$ cat src/design/ppu_ram.sv
`timescale 1ns / 1ps
`default_nettype none
// ----------------------------------------------------------------------------
// ppu_ram
// generic single-port-write, single-port-read ram with registered read
// ----------------------------------------------------------------------------
module ppu_ram #(
	parameter int unsigned WIDTH = 8,
	parameter int unsigned DEPTH = 64
) (
	input wire logic clk,
	input wire logic we,
	input wire logic [$clog2(DEPTH)-1:0] waddr,
	input wire logic [WIDTH-1:0] wdata,
	input wire logic [$clog2(DEPTH)-1:0] raddr,
	output logic [WIDTH-1:0] rdata
);
	logic [WIDTH-1:0] mem [DEPTH];

	always_ff @(posedge clk) begin
		if (we) begin
			mem[waddr] <= wdata;
		end
		rdata <= mem[raddr];
	end
endmodule
`default_nettype wire

$ cat config.mk
export PLATFORM = sky130hd
export DESIGN_NAME = ppu_ram
export DESIGN_NICKNAME = d
export VERILOG_FILES = /design/src/design/ppu_ram.sv
export SDC_FILE = /design/constraint.sdc
export NUM_CORES = 1
export LEC_CHECK = 0
export ABC_AREA = 1
export BUFFER_PORTS_ARGS = -buffer_cell sky130_fd_sc_hd__buf_2
export CAP_MARGIN = 5
export CELL_PAD_IN_SITES_DETAIL_PLACEMENT = 1
export CELL_PAD_IN_SITES_GLOBAL_PLACEMENT = 2
export CORE_MARGIN = 3
export CORE_UTILIZATION = 30
export DETAILED_ROUTE_END_ITERATION = 10
export GPL_TIMING_DRIVEN = 0
export PLACE_DENSITY_LB_ADDON = 0.1
export SLEW_MARGIN = 20
export SYNTH_ARGS = -nofsm -noshare
export SYNTH_HDL_FRONTEND = slang
export SYNTH_SLANG_ARGS = --single-unit
$ cat constraint.sdc
create_clock -name clk -period 2.6 [get_ports clk]
set_clock_uncertainty 0.15 [all_clocks]
set_input_delay 0.13 -clock clk [delete_from_list [all_inputs] [get_ports clk]]
set_output_delay 0.13 -clock clk [all_outputs]
set_load 0.01 [all_outputs]
==> After elaboration in Yosys (flattened, before gate mapping) <==
Memories as Yosys holds them, arrays and structs flattened. A register that Yosys moved wholly into a read port is not among the register bits.
Cells that the tools add are included.
{ "word_totals": {"ramBits": 512, "elab_cells": 3, "in_bits": 22, "register_bits": 0, "n_memories": 1, "out_inout_bits": 8} }
{ "memory_table": {"columns": ["memory", "depth", "word_bits", "read_ports", "rd_clocked_by_memory_dff", "write_ports", "line", "rtl"], "rows": [
  ["mem", 64, 8, 1, 1, 1, "18", "logic [WIDTH-1:0] mem [DEPTH];"]
]} }
{ "op_classes": {"muxes": 2} }
{ "op_table": {"columns": ["op", "n"], "rows": [
  ["1-bit two-way mux", 2]
]} }

==> Depth between registers and ports, before layout <==
Gate-level depths: netlist of run 1.
{ "logic_depth": {"depth_word": 2, "ltp_mapped": 12} }

==> Least setup slack after synthesis of run 1 <==
OpenSTA, ideal clock, no wires.
{ "synth_timing": {"path_kind": "input to register", "from": "input we", "to": "memory mem[48][0], enable pin", "required_time_ns": 2.055, "arrival_ns": 1.501, "setup_slack_ns": 0.554, "n_path_buf": 1, "setup_ns": 0.395, "cell_stages": 3, "path_cell_list": "clkbuf_1 > nand4_1 > nor4_1"} }
{ "synth_via": {"elab_chain_len": 2} }
{ "synth_lines": {"columns": ["item", "line", "rtl"], "rows": [
  ["start: declaration", "12", "input wire logic we,"],
  ["1-bit two-way mux", "21", "if (we) begin"],
  ["1-bit two-way mux (not written as such)", "22", "mem[waddr] <= wdata;"],
  ["end: declaration", "18", null]
]} }
Every way passes these cells.

==> Worst setup path after layout of run 1 <==
{ "layout_timing": {"from": "input waddr[2]", "to": "memory mem[35][7], enable pin"} }
{ "layout_rtl": {"columns": ["item", "line", "rtl"], "rows": [
  ["start: declaration", "13", "input wire logic [$clog2(DEPTH)-1:0] waddr,"]
]} }
Straight into the memory's write port.

==> impl_results.rst, run 1 <==
.. list-table::
   :header-rows: 1

   * - Metric
     - Value
   * - Status
     - finished, final reports clean
   * - DP Area
     - 22,900 µm²
   * - Placer's final routability congestion estimate
     - 0.797
   * - Worst setup SP type
     - input pin
   * - Final instance area
     - 24,900 µm²
   * - Setup crit end kind
     - flip-flop
   * - Synthesized flop and latch total
     - 520
   * - Final layout net count
     - 1,935
   * - Area of the die
     - 74,400 µm²
   * - Skew-Pair Late Insertion Delay
     - 0.63 ns
   * - Cell Count, Final, Fillers Out
     - 2,902
   * - H-Tree Level Count
     - 2
   * - Tot Pwr
     - 18.9 mW
   * - Place WS
     - -0.526 ns
   * - Sequential fraction of the synthesis area
     - 72.8%
   * - Grt ovf
     - 0
   * - Max Clock Freq
     - 402 MHz
   * - PwrDens
     - 761 nW/µm²
   * - Dpl cells
     - 2,781
   * - Number of antenna-violating nets in the routed design
     - 0
   * - Share of power burned in registers
     - 49.1%
   * - Leading cell types in the layout, fill and taps excluded
     - nand2_1, edfxtp_1, nand3_1, clkbuf_16
   * - HPWL after detailed placement
     - 54.8 mm
   * - Routed length on met3
     - 2.29 mm
   * - Fin. max-slew vios
     - 0
   * - Hold/Removal Path Class
     - input pin to flip-flop
   * - Most common cell after layout, fill and taps aside
     - nand2_1
   * - Met2 Routed Length
     - 38.3 mm
   * - Setup violation total in the final timing report
     - 0
   * - Maximum number of pins on one net before global-route repair
     - 65
   * - Final-layout worst hold slack
     - 0.113 ns
   * - Cell area after technology mapping
     - 21,300 µm²
   * - Switching pwr
     - 4.47 mW
   * - Clock-pin slew reported for the worst setup and hold paths after clock tree synthesis
     - 0.06 ns
   * - Antenna diode count
     - 0
   * - Clock sink count
     - 520
   * - Crit path required time
     - 2.69 ns
   * - Number of ports placed on the die boundary
     - 30
   * - Number of placement rows
     - 97
   * - Final TNS setup
     - 0 ns
   * - Via count of the first global-routing pass
     - 14,700
   * - Effective utilization at floorplan
     - 30.4%
   * - Maximum resistive drop on vdd
     - 0.470 mV
   * - Cell variety after synth
     - 16
   * - WS Path Type
     - input pin to flip-flop
   * - Leakage dissipation
     - 8.90 nW
   * - Switching power share of the total
     - 23.6%
   * - Horizontal die dimension
     - 273 µm
   * - Worst Setup Slack, final
     - 0.110 ns
   * - Relative area change from synthesis to final layout
     - 16.7%
   * - DRC violations left
     - 0
   * - Clock share of power
     - 43.6%
   * - Crit path max fanout
     - 9
   * - Relative slew slack
     - 29.4%
   * - End-of-flow core utilization
     - 35.4%
   * - Final period utilization
     - 95.8%
   * - Post-Synthesis Net Count
     - 1,827
   * - Std-Cell Core Area
     - 70,300 µm²
   * - Die Y-Extent
     - 273 µm
   * - Combined global-route utilization of all metal layers
     - 20.9%
   * - Max Used Layer
     - met4
   * - Tightest Pin Transition
     - 1.06 ns
   * - Wire length of the first global-routing pass
     - 109 mm
   * - Synth warnings
     - 0
   * - DRT iter0 DRCs
     - 1,050
   * - Crit path DAT
     - 2.58 ns
   * - Number of I/O port buffers
     - 21
   * - Via total after detailed routing
     - 14,200
   * - Share of total power in combinational logic
     - 7.3%
   * - Fraction of final layout cells with drive strength greater than 1
     - 10.9%
   * - Unrepaired setup endpoints after global routing
     - false
   * - Mapped Cells
     - 1,805
   * - # fillers
     - 7,552
   * - Mean instance size in the synthesized netlist
     - 11.8 µm²
   * - Routed WL per cell
     - 26.6 µm
   * - CTS root buf
     - clkbuf_16
   * - Path depth of the worst reg2reg path
     - 8
   * - Metal1 wirelength
     - 34.8 mm
   * - Worst hold path depth
     - 2
   * - Clock tree from TritonCTS
     - yes
   * - Number of detailed-route iterations in the first pass
     - 4
   * - Number of antenna violations at the first check in global routing
     - 1
   * - Final wirelength
     - 77.3 mm
   * - Number of max-cap violations
     - 0
   * - Via-to-Cell Ratio
     - 4.89
   * - Internal cell power
     - 14.5 mW
   * - Maximum number of buffers from clock root to sink
     - 3
   * - Total CTS buffers
     - 60
   * - Min Clock Period, post-route
     - 2.49 ns
   * - Hold Violations, Final
     - 0
## final timing paths
check / start / to / slack [ns]
setup / recovery: waddr[2] / mem[35][7]$_DFFE_PP_ / 0.11
hold / removal: waddr[2] / mem[50][2]$_DFFE_PP_ / 0.11
setup reg to reg: mem[24][3]$_DFFE_PP_ / rdata[3]$_DFF_P_ / 0.83
hold reg to reg: mem[12][7]$_DFFE_PP_ / rdata[7]$_DFF_P_ / 0.80
## state kept, by name, summed over array words and instances (netlist names)
name and count:
mem 512, rdata 8
## synthesized netlist by cell type
master,instances,share of area [%]
inv_2,1,0.018
nand3_1,439,10
buf_2,37,0.87
nor4_1,8,0.23
buf_1,10,0.18
nor2_1,56,0.99
nand4_1,9,0.26
inv_1,10,0.18
inv_6,1,0.041
buf_8,2,0.14
buf_4,14,0.49
edfxtp_1,512,72
buf_6,35,1.8
dfxtp_1,8,0.75
clkbuf_1,15,0.26
nand2_1,648,11
## logic make-up (layout without fill, tap and decap cells)
family,count (synthesis),count (layout),share of synthesized area [%]
and+or+nand+nor,1160,1160,23.2
DFF,520,520,72.8
buffers and inverters,125,282,4.02
## metal layers
layer | global-route usage [%] | up-vias
met4 | 5.68 | 0
met5 | 0 | -
met2 | 36.0 | 215
met3 | 2.48 | 96
li1 | - | 6582
met1 | 27.8 | 7291
## critical path: stages
cell	delay, ns
clkbuf_1	0.23
inv_1	0.32
nand4_1	0.86
nor2_1	1.03
## cell type report
type / instances / area, µm² / share of cell area [%]
plain buffers: 113 / 808 / 3.24
clock buffers: 84 / 1630 / 6.55
clock inverters: 27 / 259 / 1.04
inverters: 12 / 50.0 / 0.201
multi-input cells: 1160 / 5000 / 20.1
flip-flops and latches: 520 / 15500 / 62.4
well taps: 940 / 1180 / 4.72
repair buffers: 46 / 450 / 1.81
## repair_timing
item | in CTS | in global routing
setup buffers | 0 | 0
setup endpoints to repair | 0 | 8
gates resized for setup | 0 | 1
hold endpoints to repair | 219 | 0
hold buffers | 10 | 0
## power groups by stage
stage | clock [mW] | combinational (mW) | sequential (mW)
floorplan | 0 | 0.652 | 9.48
global placement | 0 | 1.35 | 9.48
detailed placement | 0 | 1.40 | 9.47
CTS | 8.45 | 1.42 | 9.30
global route | 8.75 | 1.51 | 9.30
finish | 8.26 | 1.39 | 9.30
(Power assumes the default switching activity.)
==> run 2: changes to the inputs <==
--- a/config.mk
+++ b/config.mk
@@ -11,7 +11,7 @@
 export CELL_PAD_IN_SITES_DETAIL_PLACEMENT = 1
 export CELL_PAD_IN_SITES_GLOBAL_PLACEMENT = 2
 export CORE_MARGIN = 3
-export CORE_UTILIZATION = 30
+export CORE_UTILIZATION = 25
 export DETAILED_ROUTE_END_ITERATION = 10
 export GPL_TIMING_DRIVEN = 0
 export PLACE_DENSITY_LB_ADDON = 0.1
==> run 2 against run 1 <==
Against the previous run: wire length up 7.5%; final cell count rose by 6.8%; sequential share of layout area decreased by 0.87 points; core utilization shrank 5.4 points; sequential power is essentially flat; global-route usage down 2.4 points; worst setup slack got worse by 0.14 ns; the run now ends with negative setup slack left; worst hold slack better by 0.083 ns; power increased by 1.2%; count of clock-buffer cells in the layout did not move; critical path depth unchanged.
==> impl_results.rst, run 2 (synthesis results as in run 1) <==
.. list-table::
   :header-rows: 1

   * - Metric
     - Value
   * - Status
     - complete, but fails checks
   * - Violated checks
     - negative setup slack
   * - Setup crit end kind
     - flip-flop
   * - Via-to-Cell Ratio
     - 4.64
   * - Final instance area
     - 25,300 µm²
   * - Combined global-route utilization of all metal layers
     - 18.5%
   * - Hold/Removal Path Class
     - input pin to flip-flop
   * - Relative slew slack
     - 24.3%
   * - Number of detailed-route iterations in the first pass
     - 7
   * - H-Tree Level Count
     - 2
   * - Unrepaired setup endpoints after global routing
     - true
   * - Global-route track usage on met2
     - 28.7%
   * - Flop-to-flop setup slack
     - 0.85 ns
   * - Final TNS setup
     - -0.169 ns
   * - Clock-pin slew reported for the worst setup and hold paths after clock tree synthesis
     - 0.06 ns
   * - Effective utilization at floorplan
     - 25.4%
   * - Placer's final routability congestion estimate
     - 0.823
   * - Crit path max fanout
     - 9
   * - Hold Violations, Final
     - 0
   * - DRC violations left
     - 0
   * - Wire length of the first global-routing pass
     - 115 mm
   * - Fraction of final layout cells with drive strength greater than 1
     - 11.4%
   * - CTS root buf
     - clkbuf_16
   * - Postcts setup bufs
     - 0
   * - CP peak stage delay
     - 1.07 ns
   * - DP Area
     - 23,200 µm²
   * - Library cell contributing the largest single delay on the critical path
     - nor2_1
   * - Skew-Pair Late Insertion Delay
     - 0.62 ns
   * - Grt ovf
     - 0
   * - Horizontal die dimension
     - 298 µm
   * - Worst setup SP type
     - input pin
   * - Crit path required time
     - 2.69 ns
   * - Routed WL per cell
     - 26.8 µm
   * - Final wirelength
     - 83.1 mm
   * - Worst Setup Slack, final
     - -0.0281 ns
   * - Leakage dissipation
     - 8.95 nW
   * - Tightest Pin Transition
     - 1.13 ns
   * - Maximum number of buffers from clock root to sink
     - 3
   * - Start point of the worst min-delay path
     - waddr[1]
   * - Maximum number of pins on one net before global-route repair
     - 51
   * - Met3 layer usage reported by global route
     - 2.48%
   * - Path depth of the worst reg2reg path
     - 8
   * - PwrDens
     - 759 nW/µm²
   * - Capturing element of the worst setup path
     - mem[18][0]$_DFFE_PP_
   * - Number of flip-flops under the largest register name
     - 512
   * - Number of I/O port buffers
     - 21
   * - Min Clock Period, post-route
     - 2.63 ns
   * - Cell family contributing the most delay on the critical path
     - simple AND/OR/NAND/NOR gates
   * - Std-Cell Core Area
     - 84,100 µm²
   * - Fraction of met1 tracks used by global routing
     - 27.6%
   * - Number of ports placed on the die boundary
     - 30
   * - GRT Max-Usage Layer
     - met2
   * - WP buf/inv
     - 2
   * - Clock sink count
     - 520
   * - WS Path Type
     - input pin to flip-flop
   * - Final period utilization
     - 101%
   * - DRT iter0 DRCs
     - 1,064
   * - Via count of the first global-routing pass
     - 14,600
   * - Crit. path cell count
     - 4
   * - Total CTS buffers
     - 60
   * - Relative area change from synthesis to final layout
     - 18.4%
   * - Reg with most FFs
     - mem
   * - Number of max-cap violations
     - 0
   * - Final layout net count
     - 1,939
   * - Regs by FF count
     - mem: 512 flops, rdata: 8 flops
   * - Crit path DAT
     - 2.72 ns
   * - Number of antenna violations at the first check in global routing
     - 3
   * - Area of the die
     - 88,900 µm²
   * - Cells along the critical path
     - clkbuf_1 -> inv_1 -> nand4_1 -> nor2_1
   * - Number of placement rows
     - 106
   * - Via total after detailed routing
     - 14,400
   * - Max Clock Freq
     - 381 MHz
   * - Fin. max-slew vios
     - 0
   * - Die Y-Extent
     - 298 µm
   * - HPWL after detailed placement
     - 58.4 mm
   * - End-of-flow core utilization
     - 30.0%
   * - # fillers
     - 9,242
   * - Setup violation total in the final timing report
     - 8
   * - Start point of the critical path
     - waddr[0]
   * - Leading cell types in the layout, fill and taps excluded
     - nand2_1, edfxtp_1, nand3_1, clkbuf_16, buf_2
   * - Clock tree from TritonCTS
     - yes
   * - Maximum resistive drop on vdd
     - 0.458 mV
   * - Capturing point of the worst reg2reg path
     - rdata[1]$_DFF_P_
   * - Startpoint of the lowest-slack register-to-register path
     - mem[55][1]$_DFFE_PP_
   * - Most common cell after layout, fill and taps aside
     - nand2_1
   * - Number of antenna-violating nets in the routed design
     - 0
==> run 2: changes by cell type in the layout (fill, tap and decap cells not counted), moves of 2 or more <==
cell	change
nor2_2	+7
buf_2	+2
inv_6	-3
buf_4	+2
diode_2	+3
nor2_1	-7
clkbuf_16	+2
==> run 2: layout make-up <==
| type | instances | area (µm²) | area share (%) |
|---|---|---|---|
| repair buffers | 50 | 493 | 1.95 |
| plain buffers | 113 | 808 | 3.20 |
| flip-flops and latches | 520 | 15500 | 61.5 |
| clock inverters | 24 | 267 | 1.06 |
| diodes | 3 | 7.51 | 0.0297 |
| clock buffers | 84 | 1670 | 6.59 |
| multi-input cells | 1160 | 5020 | 19.9 |
| inverters | 12 | 50.0 | 0.198 |
| well taps | 1134 | 1420 | 5.62 |
==> run 2: metrics by stage <==
step	setup slack, ns	total power [mW]	cells	hold WS [ns]
after detailed placement	-0.578	10.9	2980	0.375
after CTS	0.0920	19.4	3097	0.134
after global routing	-0.0235	19.9	3097	0.187
after floorplan	0.554	10.1	1805	0.0789
final	-0.0281	19.2	3100	0.196
after global placement	-1.42	10.9	2960	0.378
==> run 2: worst min-delay path by stage <==
stage / endpoint / depth (start not counted)
after floorplan: mem[0][0]$_DFFE_PP_ / 0
after global placement: rdata[6] / 1
after detailed placement: rdata[5] / 1
after CTS: rdata[4]$_DFF_P_ / 4
after global routing: rdata[4]$_DFF_P_ / 4
final: mem[53][7]$_DFFE_PP_ / 2
==> run 2: timing repair <==
item	CTS	global route
setup endpoints to repair	0	16
hold endpoints to repair	207	0
hold buffers	9	0
gates resized for setup	0	3
==> run 2: per-layer routing <==
metal | wire length [µm] | share of wire [%] | vias to the layer above
li1 | - | - | 6607
met1 | 42100 | 51 | 7468
met2 | 36900 | 44 | 215
met3 | 2520 | 3.0 | 82
met4 | 1460 | 1.8 | 0
met5 | 0 | 0 | -
==> run 2: report_power, final <==
group / internal, mW / leakage, nW / switching, mW
Sequential: 9.28 / 4.67 / 0.0177
Clock: 5.01 / 0.937 / 3.42
Combinational: 0.359 / 3.34 / 1.09
Total: 14.7 / 8.95 / 4.53
==> run 3: changes to the inputs <==
--- a/config.mk
+++ b/config.mk
@@ -11,10 +11,11 @@
 export CELL_PAD_IN_SITES_DETAIL_PLACEMENT = 1
 export CELL_PAD_IN_SITES_GLOBAL_PLACEMENT = 2
 export CORE_MARGIN = 3
-export CORE_UTILIZATION = 25
+export CORE_UTILIZATION = 44
 export DETAILED_ROUTE_END_ITERATION = 10
 export GPL_TIMING_DRIVEN = 0
 export PLACE_DENSITY_LB_ADDON = 0.1
+export RECOVER_POWER = 100
 export SLEW_MARGIN = 20
 export SYNTH_ARGS = -nofsm -noshare
 export SYNTH_HDL_FRONTEND = slang
==> run 3 against run 2 <==
Against the previous run: the run ends with max-capacitance violations, max-slew violations left; worst hold slack got worse by 0.14 ns; wire length shrank 17%; cell area down 5.0%; power shrank 5.5%; sequential cell count unchanged; largest power group unchanged; highest routed layer unchanged.
==> impl_results.rst, run 3 (synthesis results as in run 1) <==
.. list-table::
   :header-rows: 1

   * - Metric
     - Value
   * - WS Path Type
     - input pin to flip-flop
   * - Number of max-cap violations
     - 7
   * - Maximum number of pins on one net before global-route repair
     - 65
   * - Regs by FF count
     - mem: 512 flops, rdata: 8 flops
   * - Effective utilization at floorplan
     - 44.6%
   * - Setup crit end kind
     - flip-flop
   * - CTS root buf
     - clkbuf_16
   * - Number of flip-flops under the largest register name
     - 512
   * - Crit path required time
     - 2.99 ns
   * - Number of placement rows
     - 80
   * - WP buf/inv
     - 3
   * - Horizontal die dimension
     - 226 µm
   * - PostCTS Resize Cnt
     - 0
   * - Reg with most FFs
     - mem
   * - Fraction of met1 tracks used by global routing
     - 40.1%
   * - Cells along the critical path
     - clkbuf_1 -> clkbuf_1 -> clkbuf_1 -> nand3_1 -> nand2_1 -> nand2_1 -> nand3_1 -> nand3_1 -> nand2_1
   * - Worst Setup Slack, final
     - 0.195 ns
   * - Skew-Pair Late Insertion Delay
     - 0.62 ns
   * - Final TNS setup
     - 0 ns
   * - Maximum resistive drop on vdd
     - 0.531 mV
   * - Violated checks
     - max-capacitance violations, max-slew violations
   * - GRT Max-Usage Layer
     - met2
   * - Final-layout worst hold slack
     - 0.0569 ns
   * - Maximum number of buffers from clock root to sink
     - 3
   * - Clock tree from TritonCTS
     - yes
   * - Crit path max fanout
     - 10
   * - Via-to-Cell Ratio
     - 5.68
   * - Library cell contributing the largest single delay on the critical path
     - clkbuf_1
   * - Routed WL per cell
     - 27.1 µm
   * - Wire length of the first global-routing pass
     - 101 mm
   * - Fraction of final layout cells with drive strength greater than 1
     - 8.97%
   * - # fillers
     - 4,987
   * - Total CTS buffers
     - 54
   * - Number of I/O port buffers
     - 21
   * - Antenna diode count
     - 0
   * - Final period utilization
     - 92.5%
   * - Grt ovf
     - 0
   * - Via total after detailed routing
     - 14,500
   * - Min Clock Period, post-route
     - 2.41 ns
   * - Crit path DAT
     - 2.79 ns
   * - DRT iter0 DRCs
     - 1,334
   * - Unrepaired setup endpoints after global routing
     - false
   * - Combined global-route utilization of all metal layers
     - 27.6%
   * - Global-route track usage on met2
     - 45.0%
   * - Leading cell types in the layout, fill and taps excluded
     - nand2_1, edfxtp_1, nand3_1, clkbuf_16, nor2_1
   * - Std-Cell Core Area
     - 47,800 µm²
   * - Dpl cells
     - 2,451
   * - Clock sink count
     - 520
   * - Most common cell after layout, fill and taps aside
     - nand2_1
   * - Relative slew slack
     - -34.8%
   * - HPWL after detailed placement
     - 46.9 mm
   * - Postcts setup bufs
     - 0
   * - Final instance area
     - 24,000 µm²
   * - H-Tree Level Count
     - 2
   * - Flop-to-flop setup slack
     - 0.97 ns
   * - Cell Count, Final, Fillers Out
     - 2,554
   * - Max Clock Freq
     - 416 MHz
   * - DRC violations left
     - 0
   * - Worst setup SP type
     - input pin
   * - DP Area
     - 22,400 µm²
   * - Number of antenna violations at the first check in global routing
     - 0
   * - Die Y-Extent
     - 226 µm
   * - Number of ports placed on the die boundary
     - 30
   * - Number of detailed-route iterations in the first pass
     - 5
   * - Number of antenna-violating nets in the routed design
     - 0
   * - Hold/Removal Path Class
     - input pin to flip-flop
   * - Cell family contributing the most delay on the critical path
     - buffers and inverters
   * - Tightest Pin Transition
     - 2.02 ns
   * - Status
     - complete, but fails checks
   * - Final layout net count
     - 1,917
   * - CP peak stage delay
     - 0.83 ns
   * - Final wirelength
     - 69.2 mm
   * - Met3 layer usage reported by global route
     - 3.43%
   * - PwrDens
     - 755 nW/µm²
   * - Via count of the first global-routing pass
     - 14,700
   * - Leakage dissipation
     - 8.64 nW
   * - Relative area change from synthesis to final layout
     - 12.4%
   * - Hold Violations, Final
     - 0
   * - Placer's final routability congestion estimate
     - 0.891
   * - Clock-pin slew reported for the worst setup and hold paths after clock tree synthesis
     - 0.06 ns
   * - Place WS
     - -0.356 ns
   * - Fin. max-slew vios
     - 423
   * - Setup violation total in the final timing report
     - 0
   * - Area of the die
     - 51,200 µm²
run 3: per-layer routing:
metal / vias to the layer above / wire [µm] / share of wire (%)
met1: 7451 / 31800 / 46
met2: 445 / 32500 / 47
met4: 0 / 1500 / 2.2
li1: 6533 / - / -
met5: - / 0 / 0
met3: 85 / 3520 / 5.1
run 3: worst register-to-register path: cells and delay by family (launching register included):
kind / cells / cell delay [ns]
simple gates: 8 / 0.97
flops: 1 / 0.37
run 3: timing repair:
action                     CTS  global route
setup endpoints to repair    0             0
hold buffers                 3             0
hold endpoints to repair    67             0
run 3: path summary, 6_finish.rpt:
kind,cells past startpoint,startpoint,to
setup / recovery,9,raddr[2],rdata[4]$_DFF_P_
hold reg to reg,8,mem[1][0]$_DFFE_PP_,rdata[0]$_DFF_P_
setup reg to reg,8,mem[51][5]$_DFFE_PP_,rdata[5]$_DFF_P_
hold / removal,3,raddr[5],rdata[6]$_DFF_P_
run 3: layout make-up:
type                            instances  area [µm²]  area share (%)
Timing Repair Buffer                   34         199           0.829
Sequential cell                       520       15500            64.8
Clock inverter                         29         206           0.860
Multi-Input combinational cell       1160        4950            20.6
Inverter                               12        50.0           0.209
Clock buffer                           71        1480            6.16
Tap cell                              615         769            3.21
Buffer                                113         807            3.36
run 3: metrics by stage:
stage | total power, mW | util (%)
global route | 18.6 | 50.1
global placement | 10.7 | 46.4
CTS | 18.2 | 50.4
detailed placement | 10.8 | 46.8
floorplan | 10.1 | -
finish | 18.1 | 50.1
run 3: where the power goes:
group	switching, mW	internal [mW]
clock network	3.25	4.28
registers	0.0169	9.29
logic	0.966	0.319
